==> src/rtl/amls_pkg.sv <==
// Shared types and constants for the multi-span loop sequencer.
// No dependencies; imported by amls_round and audio_multi_loop_sequencer.
`timescale 1ns / 1ps

package amls_pkg;

  localparam int MAX_SPANS = 16;
  localparam int IDX_W     = (MAX_SPANS > 1) ? $clog2(MAX_SPANS) : 1;
  localparam int CNT_W     = $clog2(MAX_SPANS + 1);
  localparam int SMP_W     = 32;
  localparam int CC_W      = 4;

  // Configuration register indexes.
  localparam logic [7:0] REG_CHANNEL_COUNT  = 8'd0;
  localparam logic [7:0] REG_TOTAL_SAMPLES  = 8'd1;
  localparam logic [7:0] REG_LOOP_ENABLE    = 8'd2;
  localparam logic [7:0] REG_SOURCE_IS_FILE = 8'd3;

  typedef enum logic [2:0] {
    ST_STORED,
    ST_REJECTED,
    ST_FULL,
    ST_INVALID,
    ST_NONE,
    ST_JUMP,
    ST_ENDED,
    ST_EOF_WRAP
  } status_t;

endpackage

==> src/rtl/audio_multi_loop_sequencer.sv <==
// Top level of the multi-span loop sequencer: span table memory, control FSM,
// configuration registers and output register. Depends on amls_pkg, amls_round.
`timescale 1ns / 1ps
//
//  channel   direction  handshake          payload
//  s_*       in         s_tvalid/s_tready  tuser: req_type; tdata: point and offset fields
//  m_*       out        m_tvalid/m_tready  tuser: status; tdata: position and flags
//  cfg_*     in         cfg_valid/cfg_ready cfg_index, cfg_data
//
// An add word passes the nibble-serial remainder unit, which then hands its result
// over, then a table write and a read of entry 0 through the registered memory
// port. The read is skipped while the table stays empty, and an add with a zero
// channel count or sound length goes straight to the output step.
// A query word ends after S_QUERY, or after S_LOAD when the next span is fetched.
// One word is in work at a time; the result waits in the output register and
// stalls only the final step of the next word.
// Reset (rst, synchronous) empties the table at once; configuration is always taken.

module audio_multi_loop_sequencer
  import amls_pkg::*;
(
  input  logic         clk,
  input  logic         rst,
  input  logic         s_tvalid,
  output logic         s_tready,
  input  logic [0:0]   s_tuser,    // [0] req_type
  input  logic [103:0] s_tdata,    // [0] first_of_batch, [32:1] point_offset,
                                   // [64:33] point_length, [96:65] current_offset
  output logic         m_tvalid,
  input  logic         m_tready,
  output logic [2:0]   m_tuser,    // [2:0] status
  output logic [39:0]  m_tdata,    // [31:0] new_position, [32] position_valid,
                                   // [33] looping_disabled
  input  logic         cfg_valid,
  output logic         cfg_ready,
  input  logic [7:0]   cfg_index,
  input  logic [31:0]  cfg_data
);

  typedef enum logic [2:0] {
    S_IDLE,
    S_ROUND,
    S_ADD,
    S_RD0,
    S_QUERY,
    S_LOAD,
    S_FINISH
  } state_t;

  state_t           state;

  logic [CC_W-1:0]  channel_count;
  logic [SMP_W-1:0] total_samples;
  logic             loop_enable;
  logic             source_is_file;

  logic [CNT_W-1:0] span_count;
  logic [IDX_W-1:0] span_index;
  logic [SMP_W-1:0] active_start;
  logic [SMP_W-1:0] active_length;

  logic [SMP_W-1:0] cur_offset;
  logic             load_report;

  status_t          res_status;
  logic [SMP_W-1:0] res_pos;
  logic             res_valid;
  logic             res_dis;

  // Span table: each entry holds {length, start}.
  logic [2*SMP_W-1:0] span_mem [MAX_SPANS];
  logic [2*SMP_W-1:0] mem_rdata;
  logic               mem_we;
  logic [IDX_W-1:0]   mem_waddr;
  logic [2*SMP_W-1:0] mem_wdata;
  logic               mem_re;
  logic [IDX_W-1:0]   mem_raddr;

  logic               rnd_start;
  logic               rnd_done;
  logic [SMP_W:0]     rnd_off;
  logic [SMP_W:0]     rnd_len;

  logic               in_accept;
  logic               add_invalid;
  logic               off_past;
  logic               len_zero;
  logic               tbl_full;
  logic [SMP_W-1:0]   room;
  logic [SMP_W-1:0]   len_clamped;
  logic [CNT_W-1:0]   count_after;
  logic [SMP_W:0]     active_end;
  logic               span_hit;
  logic [CNT_W-1:0]   idx_plus1;
  logic               at_last;
  logic               before_last;

  assign s_tready  = (state == S_IDLE);
  assign cfg_ready = 1'b1;
  assign in_accept = s_tvalid && s_tready;
  assign add_invalid = (channel_count == '0) || (total_samples == '0);
  assign rnd_start = in_accept && !s_tuser[0] && !add_invalid;

  amls_round u_round (
    .clk     (clk),
    .rst     (rst),
    .start   (rnd_start),
    .granule (channel_count),
    .val_a   (s_tdata[32:1]),
    .val_b   (s_tdata[64:33]),
    .done    (rnd_done),
    .res_a   (rnd_off),
    .res_b   (rnd_len)
  );

  // Add decision, used in S_ADD.
  always_comb begin
    off_past    = rnd_off >= {1'b0, total_samples};
    len_zero    = (rnd_len == '0);
    tbl_full    = span_count >= CNT_W'(MAX_SPANS);
    room        = total_samples - rnd_off[SMP_W-1:0];
    len_clamped = (rnd_len > {1'b0, room}) ? room : rnd_len[SMP_W-1:0];
    mem_we      = (state == S_ADD) && !off_past && !len_zero && !tbl_full;
    mem_waddr   = span_count[IDX_W-1:0];
    mem_wdata   = {len_clamped, rnd_off[SMP_W-1:0]};
    count_after = span_count + CNT_W'(mem_we);
  end

  // Query decision, used in S_QUERY.
  always_comb begin
    active_end  = {1'b0, active_start} + {1'b0, active_length};
    span_hit    = (active_length != '0) && ({1'b0, cur_offset} == active_end);
    idx_plus1   = CNT_W'(span_index) + CNT_W'(1);
    at_last     = (idx_plus1 == span_count);
    before_last = (idx_plus1 < span_count);
  end

  always_comb begin
    mem_re    = 1'b0;
    mem_raddr = '0;
    if (state == S_RD0) begin
      mem_re = 1'b1;
    end else if (state == S_QUERY && span_hit && span_count != '0) begin
      if (at_last) begin
        mem_re = loop_enable;
      end else if (before_last) begin
        mem_re    = 1'b1;
        mem_raddr = idx_plus1[IDX_W-1:0];
      end
    end
  end

  always_ff @(posedge clk) begin
    if (mem_we) begin
      span_mem[mem_waddr] <= mem_wdata;
    end
    if (mem_re) begin
      mem_rdata <= span_mem[mem_raddr];
    end
  end

  always_ff @(posedge clk) begin
    if (rst) begin
      channel_count  <= CC_W'(2);
      total_samples  <= '0;
      loop_enable    <= 1'b1;
      source_is_file <= 1'b0;
    end else if (cfg_valid && cfg_ready) begin
      case (cfg_index)
        REG_CHANNEL_COUNT:  channel_count  <= cfg_data[CC_W-1:0];
        REG_TOTAL_SAMPLES:  total_samples  <= cfg_data;
        REG_LOOP_ENABLE:    loop_enable    <= cfg_data[0];
        REG_SOURCE_IS_FILE: source_is_file <= cfg_data[0];
        default: ;
      endcase
    end
  end

  always_ff @(posedge clk) begin
    if (rst) begin
      state         <= S_IDLE;
      span_count    <= '0;
      span_index    <= '0;
      active_start  <= '0;
      active_length <= '0;
      m_tvalid      <= 1'b0;
      load_report   <= 1'b0;
    end else begin
      // In S_FINISH the output register is reloaded below instead.
      if (m_tvalid && m_tready && state != S_FINISH) begin
        m_tvalid <= 1'b0;
      end
      case (state)
        S_IDLE: begin
          if (in_accept) begin
            cur_offset <= s_tdata[96:65];
            res_pos    <= '0;
            res_valid  <= 1'b0;
            res_dis    <= 1'b0;
            if (s_tuser[0]) begin
              state <= S_QUERY;
            end else begin
              if (s_tdata[0]) begin
                span_index <= '0;
              end
              if (add_invalid) begin
                res_status <= ST_INVALID;
                state      <= S_FINISH;
              end else begin
                state <= S_ROUND;
              end
            end
          end
        end
        S_ROUND: begin
          if (rnd_done) begin
            state <= S_ADD;
          end
        end
        S_ADD: begin
          if (off_past || len_zero) begin
            res_status <= ST_REJECTED;
          end else if (tbl_full) begin
            res_status <= ST_FULL;
          end else begin
            res_status <= ST_STORED;
          end
          span_count  <= count_after;
          load_report <= 1'b0;
          state       <= (count_after != '0) ? S_RD0 : S_FINISH;
        end
        S_RD0: begin
          state <= S_LOAD;
        end
        S_QUERY: begin
          state <= S_FINISH;
          if (span_hit) begin
            if (span_count == '0) begin
              res_status <= ST_ENDED;
              res_pos    <= total_samples;
              res_valid  <= !source_is_file;
            end else if (at_last) begin
              span_index <= '0;
              if (loop_enable) begin
                load_report <= 1'b1;
                state       <= S_LOAD;
              end else begin
                res_status <= ST_ENDED;
                res_pos    <= total_samples;
                res_valid  <= !source_is_file;
                res_dis    <= 1'b1;
              end
            end else if (before_last) begin
              span_index  <= idx_plus1[IDX_W-1:0];
              load_report <= 1'b1;
              state       <= S_LOAD;
            end else begin
              // Index beyond the table: the active span stays as it is.
              res_status <= ST_JUMP;
              res_pos    <= active_start;
              res_valid  <= 1'b1;
            end
          end else if (cur_offset >= total_samples) begin
            res_status <= ST_EOF_WRAP;
            res_valid  <= 1'b1;
          end else begin
            res_status <= ST_NONE;
          end
        end
        S_LOAD: begin
          active_start  <= mem_rdata[SMP_W-1:0];
          active_length <= mem_rdata[2*SMP_W-1:SMP_W];
          if (load_report) begin
            res_status <= ST_JUMP;
            res_pos    <= mem_rdata[SMP_W-1:0];
            res_valid  <= 1'b1;
          end
          state <= S_FINISH;
        end
        S_FINISH: begin
          if (!m_tvalid || m_tready) begin
            m_tvalid <= 1'b1;
            m_tuser  <= res_status;
            m_tdata  <= {6'b0, res_dis, res_valid, res_pos};
            state    <= S_IDLE;
          end
        end
        default: state <= S_IDLE;
      endcase
    end
  end

  a_count_bound: assert property (@(posedge clk) disable iff (rst)
    span_count <= CNT_W'(MAX_SPANS))
    else $error("span count beyond table depth");

  a_index_bound: assert property (@(posedge clk) disable iff (rst)
    (span_count == '0) ? (span_index == '0) : (CNT_W'(span_index) < span_count))
    else $error("span index outside the filled table");

  a_write_room: assert property (@(posedge clk) disable iff (rst)
    mem_we |-> (span_count < CNT_W'(MAX_SPANS)))
    else $error("table write with no room");

  a_round_done: assert property (@(posedge clk) disable iff (rst)
    rnd_done |-> (state == S_ROUND))
    else $error("rounding result outside the rounding step");

  a_count_grows: assert property (@(posedge clk) disable iff (rst)
    mem_we |=> (span_count == $past(span_count) + CNT_W'(1)))
    else $error("span count did not follow the table write");

endmodule

==> src/rtl/amls_round.sv <==
// Rounds two sample counts up to a multiple of the channel count.
// The remainder is found four bits a cycle, most significant first. Uses amls_pkg.
`timescale 1ns / 1ps

module amls_round
  import amls_pkg::*;
(
  input  logic             clk,
  input  logic             rst,
  input  logic             start,
  input  logic [CC_W-1:0]  granule,
  input  logic [SMP_W-1:0] val_a,
  input  logic [SMP_W-1:0] val_b,
  output logic             done,
  output logic [SMP_W:0]   res_a,
  output logic [SMP_W:0]   res_b
);

  localparam int V_W    = SMP_W + 1;
  localparam int STEPS  = (V_W + 3) / 4;
  localparam int SH_W   = STEPS * 4;
  localparam int STEP_W = $clog2(STEPS);

  logic              busy;
  logic              last;
  logic [STEP_W-1:0] step;
  logic [CC_W-1:0]   g;
  logic [V_W-1:0]    va;
  logic [V_W-1:0]    vb;
  logic [SH_W-1:0]   sha;
  logic [SH_W-1:0]   shb;
  logic [CC_W-1:0]   rema;
  logic [CC_W-1:0]   remb;
  logic [V_W-1:0]    bias_a;
  logic [V_W-1:0]    bias_b;

  // Four bits of long division by a granule below 16; the partial remainder
  // stays under twice the granule, so one compare and subtract per bit.
  function automatic logic [CC_W-1:0] rem_nib(input logic [CC_W-1:0] r,
                                              input logic [3:0] nib,
                                              input logic [CC_W-1:0] d);
    logic [CC_W:0]   t;
    logic [CC_W-1:0] acc;
    acc = r;
    for (int i = 3; i >= 0; i--) begin
      t = {acc, nib[i]};
      if (t >= {1'b0, d}) begin
        t = t - {1'b0, d};
      end
      acc = t[CC_W-1:0];
    end
    return acc;
  endfunction

  assign bias_a = {1'b0, val_a} + V_W'(granule) - V_W'(1);
  assign bias_b = {1'b0, val_b} + V_W'(granule) - V_W'(1);

  always_ff @(posedge clk) begin
    if (rst) begin
      busy <= 1'b0;
      last <= 1'b0;
      done <= 1'b0;
      step <= '0;
    end else begin
      done <= 1'b0;
      if (start) begin
        busy <= 1'b1;
        step <= '0;
        g    <= granule;
        va   <= bias_a;
        vb   <= bias_b;
        sha  <= SH_W'(bias_a);
        shb  <= SH_W'(bias_b);
        rema <= '0;
        remb <= '0;
      end else if (busy) begin
        rema <= rem_nib(rema, sha[SH_W-1 -: 4], g);
        remb <= rem_nib(remb, shb[SH_W-1 -: 4], g);
        sha  <= {sha[SH_W-5:0], 4'b0};
        shb  <= {shb[SH_W-5:0], 4'b0};
        step <= step + STEP_W'(1);
        if (step == STEP_W'(STEPS - 1)) begin
          busy <= 1'b0;
          last <= 1'b1;
        end
      end else if (last) begin
        last  <= 1'b0;
        done  <= 1'b1;
        res_a <= va - V_W'(rema);
        res_b <= vb - V_W'(remb);
      end
    end
  end

endmodule
==> config.mk <==
export PLATFORM = sky130hd
export DESIGN_NAME = audio_multi_loop_sequencer
export DESIGN_NICKNAME = d
export VERILOG_FILES = /design/src/rtl/amls_pkg.sv /design/src/rtl/audio_multi_loop_sequencer.sv /design/src/rtl/amls_round.sv
export SDC_FILE = /design/constraint.sdc
export NUM_CORES = 2
export LEC_CHECK = 0
export ABC_AREA = 0
export BUFFER_PORTS_ARGS = -buffer_cell sky130_fd_sc_hd__buf_2
export CORE_MARGIN = 2
export CORE_UTILIZATION = 55
export DETAILED_ROUTE_END_ITERATION = 10
export PLACE_DENSITY = 0.74
export SETUP_SLACK_MARGIN = 0.05
export SYNTH_ARGS = -nofsm -noshare
export SYNTH_HDL_FRONTEND = slang
export SYNTH_SLANG_ARGS = --single-unit
==> constraint.sdc <==
create_clock -name clk -period 10.4 [get_ports clk]
set_input_delay 0 -clock clk [delete_from_list [all_inputs] [get_ports clk]]
set_output_delay 0 -clock clk [all_outputs]
set_load 0.05 [all_outputs]
After elaboration in Yosys (flattened, before gate mapping)
Memories as Yosys holds them, arrays and structs flattened. A register that Yosys moved wholly into a read port is not among the register bits.
Cells that the tools add are included.
W data, S select, Z words.

cells by class
  $add $sub $neg = 19
  multipliers = 0
  divide/modulo/power cells = 0
  order comparisons = 13
  eq/ne operators = 32
  shifts and indexed selects = 0
  multiplexer cells = 113
  bitwise operators = 3
  reduce and logical (&&, ||, !) cells = 54

operators with widths
  kind                     number
  $mux W32                 8
  $mux W4                  39
  $pmux W32 S3             1
  $mux W36                 2
  $add A32 B4 Y33          2
  $mux W33                 2
  $sub A33 B1 Y33 const B  2
  $sub A33 B4 Y33          2
  $mux W3                  18
  $ge A5 B4 Y1             8
  $add A32 B32 Y33         1
  $eq A32 B33 Y1           1
  $ge A33 B32 Y1           1
  $gt A33 B32 Y1           1
  $logic_not A33 Y1        1
  $ge A32 B32 Y1           1
  $logic_not A32 Y1        1
  $mux W1                  32
  $reduce_bool A32 Y1      1
  $sub A32 B32 Y32         1
  $sub A4 B4 Y4            8
  $reduce_and A7 Y1        4
  $pmux W3 S7              1
  $eq A8 B2 Y1 const B     2
  41 further kinds         94

storage, ports and cells
  register bits after elaboration = 445
  latch bits = 0
  bits in writable memories = 1024
  ROM bits = 0
  input port bits = 150
  output and inout bits = 46
  memories = 1

memory list
  name      depth  width  read ports  clocked after memory_dff  wr ports  line                              RTL
  span_mem  16     64     1           1                         1         audio_multi_loop_sequencer.sv:71  logic [2*SMP_W-1:0] span_mem [MAX_SPANS];

Logic depth before layout (Yosys ltp)
  word-level depth = 19
  depth in mapped cells = 33
  gate-level depth less buffers = 33

By module
A second synthesis with hierarchy kept.

second synthesis, totals
  cell total of the unflattened synthesis = 5294
  area total of the unflattened synthesis = 71359.7 µm²

by module, submodules not included
  module                      instances  cells each  area an instance (µm²)
  audio_multi_loop_sequencer  1          3981        57189.8
  amls_round                  1          1313        14169.8

Worst setup path before layout
OpenSTA, ideal clock, no wires.

  path kind = flip-flop to flip-flop
  start = register state[2]
  end = register u_round.g[0] (enable)
  library setup time = 0.674 ns
  arrival = 8.729 ns
  slack = 0.997 ns
  stages on the path, launching flop included = 5
  path buffers = 1
  period minus slack after synthesis = 9.403 ns
  cells stage by stage = dfxtp_1 -> clkbuf_1 -> nor3_1 -> nand2_1 -> nor4_1

between the ends
  longest elaborated chain between the ends = 5

RTL lines
  what                               line                               RTL
  start: declaration                 audio_multi_loop_sequencer.sv:50   state_t state;
  start signal: assignment           audio_multi_loop_sequencer.sv:230  state <= (count_after != '0) ? S_RD0 : S_FINISH;
  $logic_not A3 Y1                   audio_multi_loop_sequencer.sv:98   assign s_tready = (state == S_IDLE);
  net s_tready                       audio_multi_loop_sequencer.sv:25   output logic s_tready,
  $logic_and A1 B1 Y1                audio_multi_loop_sequencer.sv:100  assign in_accept = s_tvalid && s_tready;
  $logic_and A1 B1 Y1 (2 in series)  audio_multi_loop_sequencer.sv:102  assign rnd_start = in_accept && !s_tuser[0] && !add_invalid;
  $reduce_and A2 Y1 (no line)        -
  end signal: assignment             amls_round.sv:69                   g <= granule;
  end: declaration                   amls_round.sv:27                   logic [CC_W-1:0] g;

The timed path passes the listed nets, and every way through them passes these cells.
A chain may end at the register's enable or synchronous reset.

Final worst setup path
  start = register u_round.res_a[0]
  end = memory span_mem[9][60] in the netlist's numbering, data pin

between the ends
  longest elaborated chain between the ends = 3

RTL lines
  what                      line                               RTL
  start: declaration        amls_round.sv:15                   output logic [SMP_W:0] res_a,
  start signal: assignment  amls_round.sv:89                   res_a <= va - V_W'(rema);
  $sub A32 B32 Y32 (*)      audio_multi_loop_sequencer.sv:121  room = total_samples - rnd_off[SMP_W-1:0];
  $gt A33 B32 Y1            audio_multi_loop_sequencer.sv:122  len_clamped = (rnd_len > {1'b0, room}) ? room : rnd_len[SMP_W-1:0];
  $mux W32 (*)              audio_multi_loop_sequencer.sv:122
  net len_clamped[28]       audio_multi_loop_sequencer.sv:90   logic [SMP_W-1:0] len_clamped;
  end: declaration          audio_multi_loop_sequencer.sv:71

Mark *: on every way through the listed nets, which the timed path passes. The rest lies on a longest branch.

==> flow_summary.toml <==
[status]
status = "complete, no violations"

[min_path]
hp-class = "in2reg"

[placed_design]
dp_cells = 6979
place_congestion = 1.01
io_buffer_count = 181
dp.final_hpwl_mm = 134

[cells_and_area]
final_cell_mix = "edfxtp_1, nand2_1, inv_1, a21oi_1, dlygate4sd3_1"
finalNonFillerCells = 7547
drive_above_1_share_pct = 13.6
fin_nets = 6195
layout_commonest_cell = "edfxtp_1"
final_util_pct = 63.7
final.fill_count = 9193
area_growth_pct = 14.9

[die]
start_util_pct = 55.5
fp.dieW_um = 363
die_y_um = 363
core.rowCount = 131
design.core.area_um2 = 128000
die_area_um2 = 132000
boundaryPins = 196

[route]
drtIter0Drc = 6118
vias = 48200
route.detailed.wl_per_inst_um = 27.8
drc_errors = 0
drt-pass1-iter-count = 9
vias_per_cell = 6.39
final_antenna_net_count = 0
wl_mm = 210

[cts]
root_buffer = "clkbuf_16"
cts.sinks = 1533
ctsResizeCount = 0
cts_setup_buffers = 0
clock_latency_ns = 0.82
clk_pin_slew_worst_paths_ns = 0.06
htreeDepth = 4
clk_path_buf_depth = 3
cts_inserted_buffers = 153
cts_hold_buf = 280
cts_tree = "done"

[pwr]
p_leak_uw = 0.0285
ir_drop_mv = 0.162
p_per_area_nw_per_um2 = 157

[worst_setup_path]
endpoint_kind = "register"
path_class = "reg2reg"
required_ns = 10.80
cp-start-kind = "register"
worstPathMaxFanout = 19
cp_data_arrival_time_ns = 8.35

[yosys]
syn-cell-area_um2 = 70800
ys_seq_elements = 1533
synth-edff-count = 1410
syn_area_per_cell_um2 = 13.4
synth_flop_cell = "edfxtp_1"
synthArstFlopShare_pct = 0
yosysWarnings = 0
seq_area_frac_synth_pct = 63.3
synth_cell_types = 98
synth_cells = 5290

[timing]
slew-limit-headroom_pct = 7.75
finalSetupViolCount = 0
tightest_slew_ns = 1.35
drv_slew = 0
period_minus_slack_ns = 7.95
finalHoldViolations = 0
period_share_pct = 76.5
fmax_mhz = 126
tns_ns = 0
rsz0062_at_grt = "no"
worst_clock_skew_ns = 0.0400

[run]
maxCapViolCount = 0

[global_routing]
antenna_found_initial = 13
grt_pass1_wl_mm = 302
first_global_vias = 46500
grt_util_all_layers_pct = 31.4
grt_max_degree = 102
grt_overflow = 0
==> layer usage <==
metal / track usage [%] / vias to the layer above / part of all wire, %
li1: - / 21000 / -
met1: 43.2 / 23700 / 39
met2: 48.7 / 2965 / 45
met3: 7.19 / 485 / 11
met4: 12.5 / 10 / 4.1
met5: 0 / - / 0.036
==> critical path: stages, from the launching register on <==
cell       delay (ns)
edfxtp_1         0.69
ha_1             0.30
inv_1            0.07
fa_1             0.39
a21o_1           0.23
a221oi_1         0.36
o41ai_1          0.23
a21oi_1          0.23
o31ai_1          0.14
a31oi_1          0.39
nor3_1           0.10
nor3_1           0.43
a21oi_1          0.17
xnor2_1          0.32
ha_1             0.31
nor2b_1          0.14
o21ai_0          0.15
nand2b_1         0.09
a21oi_1          0.14
nor2b_1          0.06
a2111oi_0        0.80
a21oi_4          0.37
buf_4            0.37
mux2i_1          1.04
==> kinds of logic after synthesis <==
logic type                 Yosys count  share of synthesized area, %
AOI/OAI and AO/OA                 1043                          10.5
adders and majority gates          293                          5.33
other                                2                        0.0106
buffers and inverters              564                          3.25
xor gates and xnor gates           202                          2.51
and+or+nand+nor                   1335                          8.99
DFF                               1533                          63.3
muxes                              318                          6.11
==> state kept, by name (all words and copies together), names as in the netlist, 5 cells and up <==
register / cells
total_samples: 32
u_round.res_b: 33
span_count: 5
u_round.res_a: 33
res_pos: 32
u_round.vb: 33
span_mem: 1024
u_round.va: 33
u_round.shb: 36
m_tdata: 34
active_start: 32
active_length: 32
mem_rdata: 64
cur_offset: 32
u_round.sha: 36
==> path summary, 6_finish.rpt <==
kind / from / to / slack (ns) / cells past startpoint
worst max-delay path: u_round.res_a[0] / span_mem[9][60] / 2.45 / 23
worst max register to register: u_round.res_a[0] / span_mem[9][60] / 2.45 / 23
worst min register to register: res_pos[14] / m_tdata[14] / 0.42 / 0
worst min-delay path: s_tdata[4] / u_round.va[4] / 0.07 / 6
==> Yosys cell counts, types with 9 or more instances <==
library cell  count  area, um^2
mux2_2          103        1160
o311ai_0         23         201
nor2b_1          47         294
o211ai_1         14         105
nand3_1          42         210
nor2_1          290        1090
nor3_1          128         641
o22ai_1         147         920
a31oi_1          14        87.6
nor4_1           46         288
fa_1             14         280
a221oi_2         37         556
a2111oi_0        31         272
o21bai_1         14         105
nand3b_1         54         405
o2111ai_1        73         639
mux4_2           81        1820
o22a_1           24         210
o221ai_2         20         300
a21oi_1         285        1430
buf_4            11        82.6
mux2i_1         134        1340
nand4_1          48         300
o21ai_1           9        45.0
or3_1            36         225
nand2b_1         46         288
o21ai_0          93         465
buf_1            21        78.8
buf_6            11         124
edfxtp_1       1410       42300
o21a_1           37         278
dfxtp_1         123        2460
inv_1           314        1180
a221oi_1         11        96.3
buf_2            20         100
nand2_1         499        1870
xnor2_1         121        1060
clkbuf_1        182         683
and3_1           10        62.6
or4_1             9        67.6
a211oi_1         66         495
a21o_1           59         443
xor2_1           80         701
and2_1           39         244
ha_1            279        3490
==> per-stage QoR <==
step / setup WS [ns] / area, um^2 / hold WS (ns) / power (uW)
global placement: 2.68 / 73700 / 0.179 / 7310
finish: 2.45 / 81400 / 0.0665 / 12700
floorplan: 0.997 / 70800 / 0.0989 / 7160
detailed placement: 2.55 / 73700 / 0.178 / 7320
CTS: 2.52 / 81400 / 0.0223 / 12800
global route: 1.98 / 81400 / 0.109 / 13100
==> area by class of cell <==
class	instances	area [um^2]	share of cell area (%)
Sequential cell	1533	44800	55.1
Multi-Input combinational cell	3198	24000	29.5
Timing Repair Buffer	549	4380	5.39
Clock buffer	206	4140	5.09
Tap cell	1662	2080	2.56
Inverter	317	1190	1.47
Clock inverter	76	753	0.926
Antenna cell	6	15.0	0.0184
==> report_power, final <==
part / internal [uW] / total, uW / switching [uW]
clock network: 3090 / 5440 / 2350
logic: 257 / 585 / 329
registers: 6690 / 6720 / 28.5
(Power assumes the default switching activity.)
